**config.mk**
```make
export PLATFORM = sky130hd
export DESIGN_NAME = cpu_micro_op_alu_register_file_core
export DESIGN_NICKNAME = d
export VERILOG_FILES = /design/src/hdl/cpuopalu_pkg.sv /design/src/hdl/cpu_micro_op_alu_register_file_core.sv
export SDC_FILE = /design/constraint.sdc
export NUM_CORES = 1
export LEC_CHECK = 0
export ABC_CLOCK_PERIOD_IN_PS = 7500
export BUFFER_PORTS_ARGS = -buffer_cell sky130_fd_sc_hd__buf_2
export CORE_MARGIN = 4
export CORE_UTILIZATION = 25
export DETAILED_ROUTE_END_ITERATION = 8
export GPL_TIMING_DRIVEN = 0
export PLACE_DENSITY_LB_ADDON = 0.12
export SETUP_SLACK_MARGIN = 0.02
export SYNTH_ARGS = -nofsm -noshare
export SYNTH_HDL_FRONTEND = slang
export SYNTH_SLANG_ARGS = --single-unit
```
**constraint.sdc**
```tcl
create_clock -name clk -period 7.5 [get_ports clk]
set_input_delay 0.375 -clock clk [delete_from_list [all_inputs] [get_ports clk]]
set_output_delay 0.375 -clock clk [all_outputs]
set_load 0.03 [all_outputs]
```
**src/hdl/cpuopalu_pkg.sv**
```systemverilog
// Shared types, codes and register-file helpers for the micro-op ALU core.
// No dependencies; imported by cpu_micro_op_alu_register_file_core.
`default_nettype none

package cpuopalu_pkg;

	typedef enum logic [4:0] {
		ACT_ADD    = 5'd0,
		ACT_ADC    = 5'd1,
		ACT_SUB    = 5'd2,
		ACT_AND    = 5'd3,
		ACT_OR     = 5'd4,
		ACT_XOR    = 5'd5,
		ACT_CP     = 5'd6,
		ACT_INC8   = 5'd7,
		ACT_DEC8   = 5'd8,
		ACT_RLA    = 5'd9,
		ACT_RLCA   = 5'd10,
		ACT_RRA    = 5'd11,
		ACT_RRCA   = 5'd12,
		ACT_RR     = 5'd13,
		ACT_SLA    = 5'd14,
		ACT_SRL    = 5'd15,
		ACT_SWAP   = 5'd16,
		ACT_BIT    = 5'd17,
		ACT_RES    = 5'd18,
		ACT_CPL    = 5'd19,
		ACT_CCF    = 5'd20,
		ACT_SCF    = 5'd21,
		ACT_INC16  = 5'd22,
		ACT_DEC16  = 5'd23,
		ACT_ADD_HL = 5'd24,
		ACT_LOAD   = 5'd25
	} action_t;

	localparam logic [2:0] SEL_B   = 3'd0;
	localparam logic [2:0] SEL_C   = 3'd1;
	localparam logic [2:0] SEL_D   = 3'd2;
	localparam logic [2:0] SEL_E   = 3'd3;
	localparam logic [2:0] SEL_H   = 3'd4;
	localparam logic [2:0] SEL_L   = 3'd5;
	localparam logic [2:0] SEL_OPD = 3'd6;
	localparam logic [2:0] SEL_A   = 3'd7;

	localparam logic [1:0] PAIR_BC = 2'd0;
	localparam logic [1:0] PAIR_DE = 2'd1;
	localparam logic [1:0] PAIR_HL = 2'd2;
	localparam logic [1:0] PAIR_SP = 2'd3;

	typedef struct packed {
		logic [7:0] b;
		logic [7:0] c;
		logic [7:0] d;
		logic [7:0] e;
		logic [7:0] h;
		logic [7:0] l;
		logic [7:0] a;
	} regfile_t;

	typedef struct packed {
		logic z;
		logic n;
		logic h;
		logic c;
	} flags_t;

	function automatic logic [7:0] sel_read(regfile_t rf, logic [2:0] sel, logic [7:0] opd);
		logic [7:0] v;
		case (sel)
			SEL_B:   v = rf.b;
			SEL_C:   v = rf.c;
			SEL_D:   v = rf.d;
			SEL_E:   v = rf.e;
			SEL_H:   v = rf.h;
			SEL_L:   v = rf.l;
			SEL_A:   v = rf.a;
			default: v = opd;
		endcase
		return v;
	endfunction

	function automatic regfile_t sel_write(regfile_t rf, logic [2:0] sel, logic [7:0] v);
		regfile_t r;
		r = rf;
		case (sel)
			SEL_B:   r.b = v;
			SEL_C:   r.c = v;
			SEL_D:   r.d = v;
			SEL_E:   r.e = v;
			SEL_H:   r.h = v;
			SEL_L:   r.l = v;
			SEL_A:   r.a = v;
			default: r = rf;
		endcase
		return r;
	endfunction

endpackage

`default_nettype wire

```
**src/hdl/cpu_micro_op_alu_register_file_core.sv**
```systemverilog
// Top level of the micro-op ALU core: input register, ALU and register file, result register.
// Depends on cpuopalu_pkg.
`default_nettype none

// The core takes one micro-op per clock cycle and returns one result per micro-op; each goes
// from the input register to the result register. A micro-op sits in the input register
// while the ALU works on the current register file, flags and stack pointer; the new state is
// written in the same edge that moves the result into the output register, so the next
// micro-op in the following cycle already sees it. With both registers full and the output
// stalled, in_ready drops until the output transfer frees a place.
module cpu_micro_op_alu_register_file_core
	import cpuopalu_pkg::*;
(
	input  wire logic        clk,
	input  wire logic        arst_n,
	input  wire logic        in_valid,
	output logic             in_ready,
	input  wire logic [4:0]  action,
	input  wire logic [2:0]  source_sel,
	input  wire logic [2:0]  dest_sel,
	input  wire logic [7:0]  operand_byte,
	input  wire logic [2:0]  bit_index,
	input  wire logic [1:0]  pair_sel,
	output logic             out_valid,
	input  wire logic        out_ready,
	output logic [7:0]       result_byte,
	output logic [15:0]      result_word,
	output logic             flag_zero,
	output logic             flag_subtract,
	output logic             flag_half_carry,
	output logic             flag_carry
);

	logic       valid_s1;
	action_t    action_s1;
	logic [2:0] src_sel_s1;
	logic [2:0] dst_sel_s1;
	logic [7:0] operand_s1;
	logic [2:0] bit_s1;
	logic [1:0] pair_s1;

	logic       valid_s2;
	logic [7:0] rbyte_s2;
	logic [15:0] rword_s2;
	flags_t     flags_s2;

	regfile_t   rf_q;
	flags_t     flags_q;
	logic [15:0] sp_q;

	regfile_t   rf_nxt;
	flags_t     flags_nxt;
	logic [15:0] sp_nxt;
	logic [7:0] rb;
	logic [15:0] rw;

	logic       adv;
	logic       take;

	assign adv      = valid_s1 && (!valid_s2 || out_ready);
	assign in_ready = !valid_s1 || adv;
	assign take     = in_valid && in_ready;

	always_comb begin
		logic [7:0]  a;
		logic [7:0]  src;
		logic [7:0]  dst;
		logic        cin;
		logic [8:0]  sum9;
		logic [4:0]  lo5;
		logic        cadd;
		logic [15:0] pval;
		logic [15:0] hl;
		logic [16:0] s17;
		logic [12:0] s13;
		a     = rf_q.a;
		cin   = flags_q.c;
		src   = sel_read(rf_q, src_sel_s1, operand_s1);
		dst   = sel_read(rf_q, dst_sel_s1, operand_s1);
		cadd  = (action_s1 == ACT_ADC) ? cin : 1'b0;
		sum9  = {1'b0, a} + {1'b0, src} + {8'd0, cadd};
		lo5   = {1'b0, a[3:0]} + {1'b0, src[3:0]} + {4'd0, cadd};
		case (pair_s1)
			PAIR_BC: pval = {rf_q.b, rf_q.c};
			PAIR_DE: pval = {rf_q.d, rf_q.e};
			PAIR_HL: pval = {rf_q.h, rf_q.l};
			default: pval = sp_q;
		endcase
		hl    = {rf_q.h, rf_q.l};
		s17   = {1'b0, pval} + {1'b0, hl};
		s13   = {1'b0, pval[11:0]} + {1'b0, hl[11:0]};
		rf_nxt    = rf_q;
		flags_nxt = flags_q;
		sp_nxt    = sp_q;
		rb        = 8'd0;
		rw        = 16'd0;
		case (action_s1)
			ACT_ADD, ACT_ADC: begin
				rb = sum9[7:0];
				rf_nxt.a = rb;
				flags_nxt = '{z: (rb == 8'd0), n: 1'b0, h: lo5[4], c: sum9[8]};
			end
			ACT_SUB, ACT_CP: begin
				rb = a - src;
				if (action_s1 == ACT_SUB) begin
					rf_nxt.a = rb;
				end
				flags_nxt = '{z: (rb == 8'd0), n: 1'b1, h: (a[3:0] < src[3:0]), c: (a < src)};
			end
			ACT_AND: begin
				rb = a & src;
				rf_nxt.a = rb;
				flags_nxt = '{z: (rb == 8'd0), n: 1'b0, h: 1'b1, c: 1'b0};
			end
			ACT_OR, ACT_XOR: begin
				rb = (action_s1 == ACT_OR) ? (a | src) : (a ^ src);
				rf_nxt.a = rb;
				flags_nxt = '{z: (rb == 8'd0), n: 1'b0, h: 1'b0, c: 1'b0};
			end
			ACT_INC8: begin
				rb = dst + 8'd1;
				rf_nxt = sel_write(rf_q, dst_sel_s1, rb);
				flags_nxt = '{z: (rb == 8'd0), n: 1'b0, h: (dst[3:0] == 4'hF), c: cin};
			end
			ACT_DEC8: begin
				rb = dst - 8'd1;
				rf_nxt = sel_write(rf_q, dst_sel_s1, rb);
				flags_nxt = '{z: (rb == 8'd0), n: 1'b1, h: (dst[3:0] == 4'h0), c: cin};
			end
			ACT_RLA, ACT_RLCA: begin
				rb = {a[6:0], (action_s1 == ACT_RLA) ? cin : a[7]};
				rf_nxt.a = rb;
				flags_nxt = '{z: 1'b0, n: 1'b0, h: 1'b0, c: a[7]};
			end
			ACT_RRA, ACT_RRCA: begin
				rb = {(action_s1 == ACT_RRA) ? cin : a[0], a[7:1]};
				rf_nxt.a = rb;
				flags_nxt = '{z: 1'b0, n: 1'b0, h: 1'b0, c: a[0]};
			end
			ACT_RR, ACT_SRL: begin
				rb = {(action_s1 == ACT_RR) ? cin : 1'b0, dst[7:1]};
				rf_nxt = sel_write(rf_q, dst_sel_s1, rb);
				flags_nxt = '{z: (rb == 8'd0), n: 1'b0, h: 1'b0, c: dst[0]};
			end
			ACT_SLA: begin
				rb = {dst[6:0], 1'b0};
				rf_nxt = sel_write(rf_q, dst_sel_s1, rb);
				flags_nxt = '{z: (rb == 8'd0), n: 1'b0, h: 1'b0, c: dst[7]};
			end
			ACT_SWAP: begin
				rb = {dst[3:0], dst[7:4]};
				rf_nxt = sel_write(rf_q, dst_sel_s1, rb);
				flags_nxt = '{z: (rb == 8'd0), n: 1'b0, h: 1'b0, c: 1'b0};
			end
			ACT_BIT: begin
				rb = src;
				flags_nxt = '{z: !src[bit_s1], n: 1'b0, h: 1'b1, c: cin};
			end
			ACT_RES: begin
				rb = dst & ~(8'd1 << bit_s1);
				rf_nxt = sel_write(rf_q, dst_sel_s1, rb);
			end
			ACT_CPL: begin
				rb = ~a;
				rf_nxt.a = rb;
				flags_nxt.n = 1'b1;
				flags_nxt.h = 1'b1;
			end
			ACT_CCF, ACT_SCF: begin
				rb = a;
				flags_nxt = '{z: flags_q.z, n: 1'b0, h: 1'b0,
					c: (action_s1 == ACT_CCF) ? !cin : 1'b1};
			end
			ACT_INC16, ACT_DEC16: begin
				rw = (action_s1 == ACT_INC16) ? (pval + 16'd1) : (pval - 16'd1);
				case (pair_s1)
					PAIR_BC: {rf_nxt.b, rf_nxt.c} = rw;
					PAIR_DE: {rf_nxt.d, rf_nxt.e} = rw;
					PAIR_HL: {rf_nxt.h, rf_nxt.l} = rw;
					default: sp_nxt = rw;
				endcase
			end
			ACT_ADD_HL: begin
				rw = s17[15:0];
				{rf_nxt.h, rf_nxt.l} = rw;
				flags_nxt = '{z: flags_q.z, n: 1'b0, h: s13[12], c: s17[16]};
			end
			ACT_LOAD: begin
				rb = src;
				rf_nxt = sel_write(rf_q, dst_sel_s1, rb);
			end
			default: begin
				rb = 8'd0;
			end
		endcase
	end

	always_ff @(posedge clk or negedge arst_n) begin
		if (!arst_n) begin
			valid_s1 <= 1'b0;
			valid_s2 <= 1'b0;
			rf_q     <= '0;
			flags_q  <= '0;
			sp_q     <= 16'd0;
		end else begin
			if (in_ready) begin
				valid_s1 <= in_valid;
			end
			if (adv) begin
				valid_s2 <= 1'b1;
				rf_q     <= rf_nxt;
				flags_q  <= flags_nxt;
				sp_q     <= sp_nxt;
			end else if (out_ready) begin
				valid_s2 <= 1'b0;
			end
		end
	end

	always_ff @(posedge clk) begin
		if (take) begin
			action_s1  <= action_t'(action);
			src_sel_s1 <= source_sel;
			dst_sel_s1 <= dest_sel;
			operand_s1 <= operand_byte;
			bit_s1     <= bit_index;
			pair_s1    <= pair_sel;
		end
		if (adv) begin
			rbyte_s2 <= rb;
			rword_s2 <= rw;
			flags_s2 <= flags_nxt;
		end
	end

	assign out_valid       = valid_s2;
	assign result_byte     = rbyte_s2;
	assign result_word     = rword_s2;
	assign flag_zero       = flags_s2.z;
	assign flag_subtract   = flags_s2.n;
	assign flag_half_carry = flags_s2.h;
	assign flag_carry      = flags_s2.c;

	a_stall_means_full: assert property (@(posedge clk) disable iff (!arst_n)
		!in_ready |-> (valid_s1 && valid_s2))
		else $error("Input stalled while a pipeline register was free.");

	a_s1_moves_when_free: assert property (@(posedge clk) disable iff (!arst_n)
		(valid_s1 && !valid_s2) |=> valid_s2)
		else $error("A held micro-op did not move into a free result register.");

	a_sp_only_on_transfer: assert property (@(posedge clk) disable iff (!arst_n)
		!adv |=> $stable(sp_q))
		else $error("Stack pointer changed without a micro-op completing.");

	a_word_ops_zero_byte: assert property (@(posedge clk) disable iff (!arst_n)
		(adv && (action_s1 == ACT_INC16 || action_s1 == ACT_DEC16 || action_s1 == ACT_ADD_HL))
		|=> (result_byte == 8'd0))
		else $error("A 16-bit micro-op returned a nonzero result byte.");

	a_ccf_scf_flags: assert property (@(posedge clk) disable iff (!arst_n)
		(adv && (action_s1 == ACT_CCF || action_s1 == ACT_SCF))
		|=> (!flag_subtract && !flag_half_carry && $past(flags_q.z) == flag_zero))
		else $error("CCF or SCF produced wrong N, H or Z flags.");

endmodule

`default_nettype wire

```
==> qor.txt, run 1 <==
Fin crit share -> 74.32%
Hold Fails Final Rpt -> 0
Peak VDD IR -> 0.0001763 V
# resized after CTS -> 0
Top post-synthesis cells by area -> dfrtp_1 18%, edfxtp_1 14%, ha_1 6.8%, mux4_2 4.3%, nand2_1 4.0%
Least-Margin Pin Slew -> 1.296 ns
Post-synth ARST share -> 60.00%
F_max -> 179.4 MHz
Largest net degree at the start of global routing -> 54
Routability Congestion -> 0.9355
Mapped Cells -> 1,221
Syn Nets -> 1,314
Core Area -> 43,360 sq um
Die Ht -> 218.3 um
Setup TNS -> 0 ns
Commonest non-fill, non-tap cells in the layout -> 119 x nand2_1, 100 x nor2_1, 78 x dfrtp_1
Nets -> 1,393
Status -> finished clean
Critical path arrival -> 5.91 ns
Critical Path Source Type -> flop
# fillers -> 4,697
Vias per cell -> 5.554
Wire per inst -> 25.54 um
Die width -> 218.3 um
Worst Path Max Fanout -> 15
Cell accounting for the most synthesized area -> dfrtp_1
Pre-CTS WS -> 2.145 ns
Met1 global-route usage -> 30.44%
Overflow after GRT -> 0
Root Buffer -> clkbuf_16
Post-synthesis register bit count -> 130
Met3 usage -> 3.156%
Clock sinks -> 130
Via count -> 10,540
Max Slew Vio Count -> 0
Ant. Diodes -> 0
RSZ-0062 raised after global routing -> no
Layout cells sized above 1 -> 15.46%
First-pass GRT wire length -> 71,300 um
Final WL -> 48,470 um
P&R area growth vs syn -> 15.13%
Worst hold path type -> in2reg
Final worst path period need -> 5.574 ns
Starting DRT DRC Count -> 1,218
Main synth FF type -> dfrtp_1
Sequential fraction of the synthesis area -> 31.78%
Clock Tree Buf Depth -> 2
Routed Antenna Nets -> 0
IO Port Bufs -> 57
Core Rows -> 76
First-pass iteration count of the detailed router -> 5
# setup viols final -> 0
CP Data Required Time -> 7.84 ns
Overall global routing resource usage -> 20.25%
Die area -> 47,650 sq um
Final Skew -> 0.02034 ns
PwrDens -> 388.2 nW/um^2
IO Count -> 58
Starting density of the core -> 25.50%
Synth Warn # -> 0
CTS tree -> built
Max-cap violation count -> 0
H-tree levels -> 4
Gr busiest metal -> met1
Worst setup EP type -> flop
Unique masters post-synth -> 95
Number of flops mapped to enable cells by yosys -> 52
Post-route worst setup slack -> 1.926 ns
Lkg Pwr -> 0.005029 uW
Clock Latency Late Sink -> 0.47 ns
Rel. slew slack -> 12.81%
Crit Path Category -> reg2reg
Post-CTS setup buffer count -> 0
Initial antenna violation count -> 1
Met2 Track Usage GR -> 29.25%
DP Wirelength -> 38,930 um
Synthesized area per cell -> 9.055 sq um
Mapped cell area -> 11,060 sq um
Top-area cell type share of the netlist area -> 17.66%
Residual DRC -> 0
CTS Buf Count -> 17
Number of global-route vias before repair -> 10,140
Clk slew on worst S/H paths -> 0.07 ns
Commonest non-fill, non-tap cell in the layout -> nand2_1
==> stage by stage <==
step / utilization, % / instance area [sq um] / power, uW / hold WS, ns / cells
after floorplan: - / 11060 / 3095 / 0.07941 / 1221
after global placement: 27.84 / 12070 / 4024 / 0.4610 / 1863
after detailed placement: 27.98 / 12130 / 4024 / 0.3410 / 1865
after CTS: 29.35 / 12730 / 4920 / 0.07284 / 1898
after global routing: 29.35 / 12730 / 5259 / 0.08104 / 1898
final: 29.35 / 12730 / 4941 / 0.09202 / 1898
==> sequential cells by signal, indices dropped and copies added (netlist names) <==
| register | flops |
|---|---|
| bit_s1 | 3 |
| rf_q | 56 |
| src_sel_s1 | 3 |
| flag_zero | 1 |
| pair_s1 | 2 |
| operand_s1 | 8 |
| out_valid | 1 |
| flag_subtract | 1 |
| action_s1 | 5 |
| flag_carry | 1 |
| dst_sel_s1 | 3 |
| valid_s1 | 1 |
| result_word | 16 |
| result_byte | 8 |
| flag_half_carry | 1 |
| flags_q | 4 |
| sp_q | 16 |
==> area by class of cell <==
| type | count | area [sq um] | share of cell area (%) |
|---|---|---|---|
| inverter | 48 | 180.2 | 1.416 |
| sequential | 130 | 3513 | 27.60 |
| clock buffer | 21 | 491.7 | 3.863 |
| clock inverter | 11 | 96.34 | 0.7569 |
| buffer | 63 | 301.5 | 2.369 |
| tap | 585 | 732.0 | 5.750 |
| timing repair buffer | 60 | 345.3 | 2.713 |
| multi-input combinational | 980 | 7068 | 55.53 |
==> worst paths after layout <==
kind,from,end,slack [ns],depth (start not counted)
worst max-delay path,action_s1[0]$_DFFE_PP_,rf_q[53]$_DFFE_PN0P_,1.93,14
worst min-delay path,pair_sel[1],pair_s1[1]$_DFFE_PP_,0.09,1
worst max register to register,action_s1[0]$_DFFE_PP_,rf_q[53]$_DFFE_PN0P_,1.93,14
worst min register to register,sp_q[6]$_DFFE_PN0P_,sp_q[6]$_DFFE_PN0P_,0.48,2
max in group asynchronous,arst_n,sp_q[7]$_DFFE_PN0P_,6.45,3
min in group asynchronous,arst_n,rf_q[0]$_DFFE_PN0P_,0.38,2
==> synth_stat cells, types with 10 or more instances <==
| cell | count |
|---|---|
| inv_1 | 48 |
| o221ai_1 | 11 |
| a31oi_1 | 22 |
| dfrtp_1 | 78 |
| a21o_1 | 17 |
| nand2_1 | 119 |
| a211oi_1 | 10 |
| mux2_2 | 33 |
| ha_1 | 60 |
| xor2_1 | 16 |
| o22ai_1 | 11 |
| nor3_1 | 32 |
| buf_2 | 12 |
| mux4_2 | 21 |
| nor2_1 | 100 |
| o21ai_0 | 60 |
| nand4_1 | 19 |
| nor2b_1 | 18 |
| clkbuf_1 | 34 |
| xnor2_1 | 29 |
| nand2b_1 | 32 |
| o211ai_1 | 19 |
| and3_1 | 11 |
| edfxtp_1 | 52 |
| nand3_1 | 37 |
| mux2i_1 | 18 |
| a21oi_1 | 74 |
| a221oi_1 | 16 |
==> what timing repair did <==
item | in CTS | in global routing
setup endpoints to repair | 0 | 0
hold buffers | 1 | 0
endpoints found under the hold margin | 25 | 0
==> layer usage <==
metal | part of all wire [%] | vias to the layer above
li1 | - | 4812
met1 | 48 | 5242
met2 | 42 | 430
met3 | 6.2 | 58
met4 | 3.0 | 0
met5 | 0 | -
==> cell families after synthesis <==
logic type	synth area share, %
AO/OA/AOI/OAI	24.23
XOR/XNOR	3.565
adder cells (fa/ha/maj)	7.696
AND/OR/NAND/NOR	18.67
multiplexers	9.710
buffers and inverters	4.346
flip-flops	31.78
==> report_power, final <==
group	internal, uW	switching [uW]	leakage, uW	total [uW]
Sequential	962	316	0.00147	1280
Clock	502	369	0.000290	871
Combinational	1070	1720	0.00327	2790
==> critical path, stage by stage (launching register included) <==
cell and delay, ns:
edfxtp_1 0.37, clkbuf_1 0.34, clkbuf_1 0.40, buf_1 0.68
or3_1 0.70, ha_1 0.40, a21o_1 0.19, a2111oi_1 0.86
o21ai_1 0.24, a31oi_1 0.35, o31ai_1 0.16, xor2_1 0.16
nand2_1 0.16, nand4_1 0.13, mux2_2 0.30
Note: power is estimated with default switching activity, not from simulation.
==> run 2, diff against run 1 <==
--- a/config.mk
+++ b/config.mk
@@ -5,7 +5,7 @@
 export SDC_FILE = /design/constraint.sdc
 export NUM_CORES = 1
 export LEC_CHECK = 0
-export ABC_CLOCK_PERIOD_IN_PS = 7500
+export ABC_CLOCK_PERIOD_IN_PS = 4700
 export BUFFER_PORTS_ARGS = -buffer_cell sky130_fd_sc_hd__buf_2
 export CORE_MARGIN = 4
 export CORE_UTILIZATION = 25
==> constraint.sdc (replaced) <==
create_clock -name clk -period 4.7 [get_ports clk]
set_input_delay 0.235 -clock clk [delete_from_list [all_inputs] [get_ports clk]]
set_output_delay 0.235 -clock clk [all_outputs]
set_load 0.03 [all_outputs]
==> qor.txt, run 2 (synthesized netlist as in run 1, its figures left out) <==
Status -> finished clean
Metal-1 WL -> 23,710 um (+0.92%)
Nets -> 1,421 (+2.0%)
Lkg Pwr -> 0.005207 uW (+3.5%)
Critical path arrival -> 4.65 ns (-1.26 ns)
Max-cap violation count -> 0 (unchanged)
H-tree levels -> 4 (unchanged)
Core Rows -> 76 (unchanged)
Core Area -> 43,360 sq um (unchanged)
Worst hold path type -> in2reg
IO Port Bufs -> 57 (unchanged)
Residual DRC -> 0 (unchanged)
P&R area growth vs syn -> 18.80%
Post-route worst setup slack -> 0.2531 ns (-1.673 ns)
Pre-CTS WS -> -0.6548 ns (-2.800 ns)
Final WL -> 48,880 um (+0.85%)
Multi-input gate area -> 7172 sq um (+1.5%)
Sw Ratio -> 48.59% (about the same)
DR WL met3 -> 2874 um (-4.5%)
Worst Path Max Fanout -> 10 (-5)
Routability Congestion -> 0.9355 (unchanged)
DP Wirelength -> 38,930 um (unchanged)
Die width -> 218.3 um (unchanged)
PwrDens -> 609.1 nW/um^2 (+57%)
Top Metal Used -> met4
CTS Buf Count -> 17 (unchanged)
Net load switching power -> 3887 uW (+62%)
CP Data Required Time -> 4.90 ns (-2.94 ns)
Commonest non-fill, non-tap cells in the layout -> 119 x nand2_1, 100 x nor2_1, 78 x dfrtp_1
Via count -> 10,740 (+1.9%)
Wire per inst -> 25.38 um (-0.62%)
Clock sinks -> 130 (unchanged)
Max Slew Vio Count -> 0 (unchanged)
# setup viols final -> 0 (unchanged)
Worst setup EP type -> flop
Rel. slew slack -> 8.760% (-4.1 points)
Clk slew on worst S/H paths -> 0.06 ns (about the same)
Clock Tree Buf Depth -> 2 (unchanged)
Layout cells sized above 1 -> 16.93% (+1.5 points)
Die area -> 47,650 sq um (unchanged)
RSZ-0062 raised after global routing -> no
CTS tree -> built
Peak VDD IR -> 0.0002813 V (+60%)
Routed Antenna Nets -> 0 (unchanged)
Critical Path Source Type -> flop
Overflow after GRT -> 0 (unchanged)
Crit Path Category -> reg2reg
Final worst path period need -> 4.447 ns (-1.127 ns)
Largest net degree at the start of global routing -> 54 (unchanged)
F_max -> 224.9 MHz (+25%)
Register area -> 3513 sq um (unchanged)
Most flop-heavy register -> rf_q
Root Buffer -> clkbuf_16
Clk network pwr share -> 17.4% (-0.2 points)
Overall global routing resource usage -> 20.37% (+0.11 points)
Number of global-route vias before repair -> 10,280 (+1.3%)
Initial antenna violation count -> 0 (-1)
DR WL met2 -> 20,800 um (+1.3%)
Starting DRT DRC Count -> 1,228 (+0.82%)
Starting density of the core -> 25.50% (unchanged)
IO Count -> 58 (unchanged)
Seq pwr share -> 25.5% (-0.4 points)
Internal -> 4113 uW (+62%)
DP Area -> 12,130 sq um (unchanged)
Least-Margin Pin Slew -> 1.356 ns (+0.06023 ns)
First-pass iteration count of the detailed router -> 7 (+2)
Clock Latency Late Sink -> 0.46 ns (about the same)
Finished Cell Area -> 13,130 sq um (+3.2%)
First-pass GRT wire length -> 71,880 um (+0.80%)
Ant. Diodes -> 0 (unchanged)
Hold Fails Final Rpt -> 0 (unchanged)
Die Ht -> 218.3 um (unchanged)
Max reg flops -> 56 (unchanged)
Overall Power -> 7999 uW (+62%)
Gate power share -> 57.1% (+0.6 points)
# fillers -> 4,656 (-0.87%)
Fin crit share -> 94.61% (+20 points)
Vias per cell -> 5.578 (+0.43%)
Commonest non-fill, non-tap cell in the layout -> nand2_1
Final Skew -> 0.01917 ns (-0.001169 ns)
==> run 2: cell count changes in the layout (fill, tap and decap cells not counted), sizes merged <==
cell           before  now
dlygate4sd3         1   26
clkbuf             55   57
clkdlybuf4s15       0    1
==> run 2: final cells by class <==
cell class                      count  share of cell area, %
Multi-Input combinational cell    980                  54.61
Timing Repair Buffer               89                  4.763
Tap cell                          585                  5.573
Sequential cell                   130                  26.75
Buffer                             62                  2.458
Clock buffer                       21                  3.744
Inverter                           48                  1.372
Clock inverter                     11                 0.7335
==> run 2: routing by layer <==
| metal | up-vias | GRT usage [%] |
|---|---|---|
| met4 | 0 | 7.141 |
| met2 | 450 | 29.52 |
| li1 | 4868 | - |
| met3 | 60 | 3.156 |
| met5 | - | 0 |
| met1 | 5365 | 30.54 |
==> run 2: final timing paths <==
check	startpoint	to	slack (ns)	depth (start not counted)
max in group asynchronous	arst_n	rf_q[13]$_DFFE_PN0P_	3.78	3
worst max-delay path	src_sel_s1[2]$_DFFE_PP_	flag_carry$_DFFE_PP_	0.25	17
worst min-delay path	out_ready	out_valid$_DFFE_PN0P_	0.07	3
worst max register to register	src_sel_s1[2]$_DFFE_PP_	flag_carry$_DFFE_PP_	0.25	17
min in group asynchronous	arst_n	rf_q[0]$_DFFE_PN0P_	0.25	2
worst min register to register	sp_q[6]$_DFFE_PN0P_	sp_q[6]$_DFFE_PN0P_	0.48	2
==> run 2: power groups by stage <==
| stage | Clock, uW | Combinational (uW) | Sequential, uW |
|---|---|---|---|
| finish | 1390 | 4570 | 2040 |
| global route | 1470 | 4970 | 2070 |
| CTS | 1420 | 4440 | 2040 |
| detailed placement | 0 | 4370 | 2050 |
| global placement | 0 | 4370 | 2050 |
| floorplan | 0 | 3070 | 1870 |
==> run 2: stage by stage <==
step	instances	setup TNS [ns]	util [%]	hold slack (ns)
final	1926	0	30.29	0.06781
after global routing	1926	0	30.29	0.09357
after CTS	1924	0	30.08	0.04283
after detailed placement	1865	-13.33	27.98	0.2010
after global placement	1863	-16.42	27.84	0.4114
after floorplan	1221	0	-	-0.06059
==> run 2: what timing repair did <==
action | in CTS | in global routing
gates resized for setup | 20 | 15
hold endpoints to repair | 50 | 0
hold buffers | 26 | 0
setup buffers | 1 | 3
setup endpoints to repair | 53 | 28
pin swaps | 0 | 3
==> run 2: worst max-delay path, cell delays in order (launching register included) <==
cell,delay [ns]
edfxtp_1,0.40
buf_2,0.31
clkbuf_4,0.29
nand3b_1,0.26
o32a_4,0.36
inv_1,0.15
fa_1,0.28
fa_1,0.24
nor2b_1,0.06
o21ai_0,0.27
a21boi_1,0.17
o31ai_1,0.25
nor2b_1,0.19
o21bai_1,0.13
a221oi_2,0.37
o211ai_1,0.14
buf_4,0.20
o21a_1,0.11
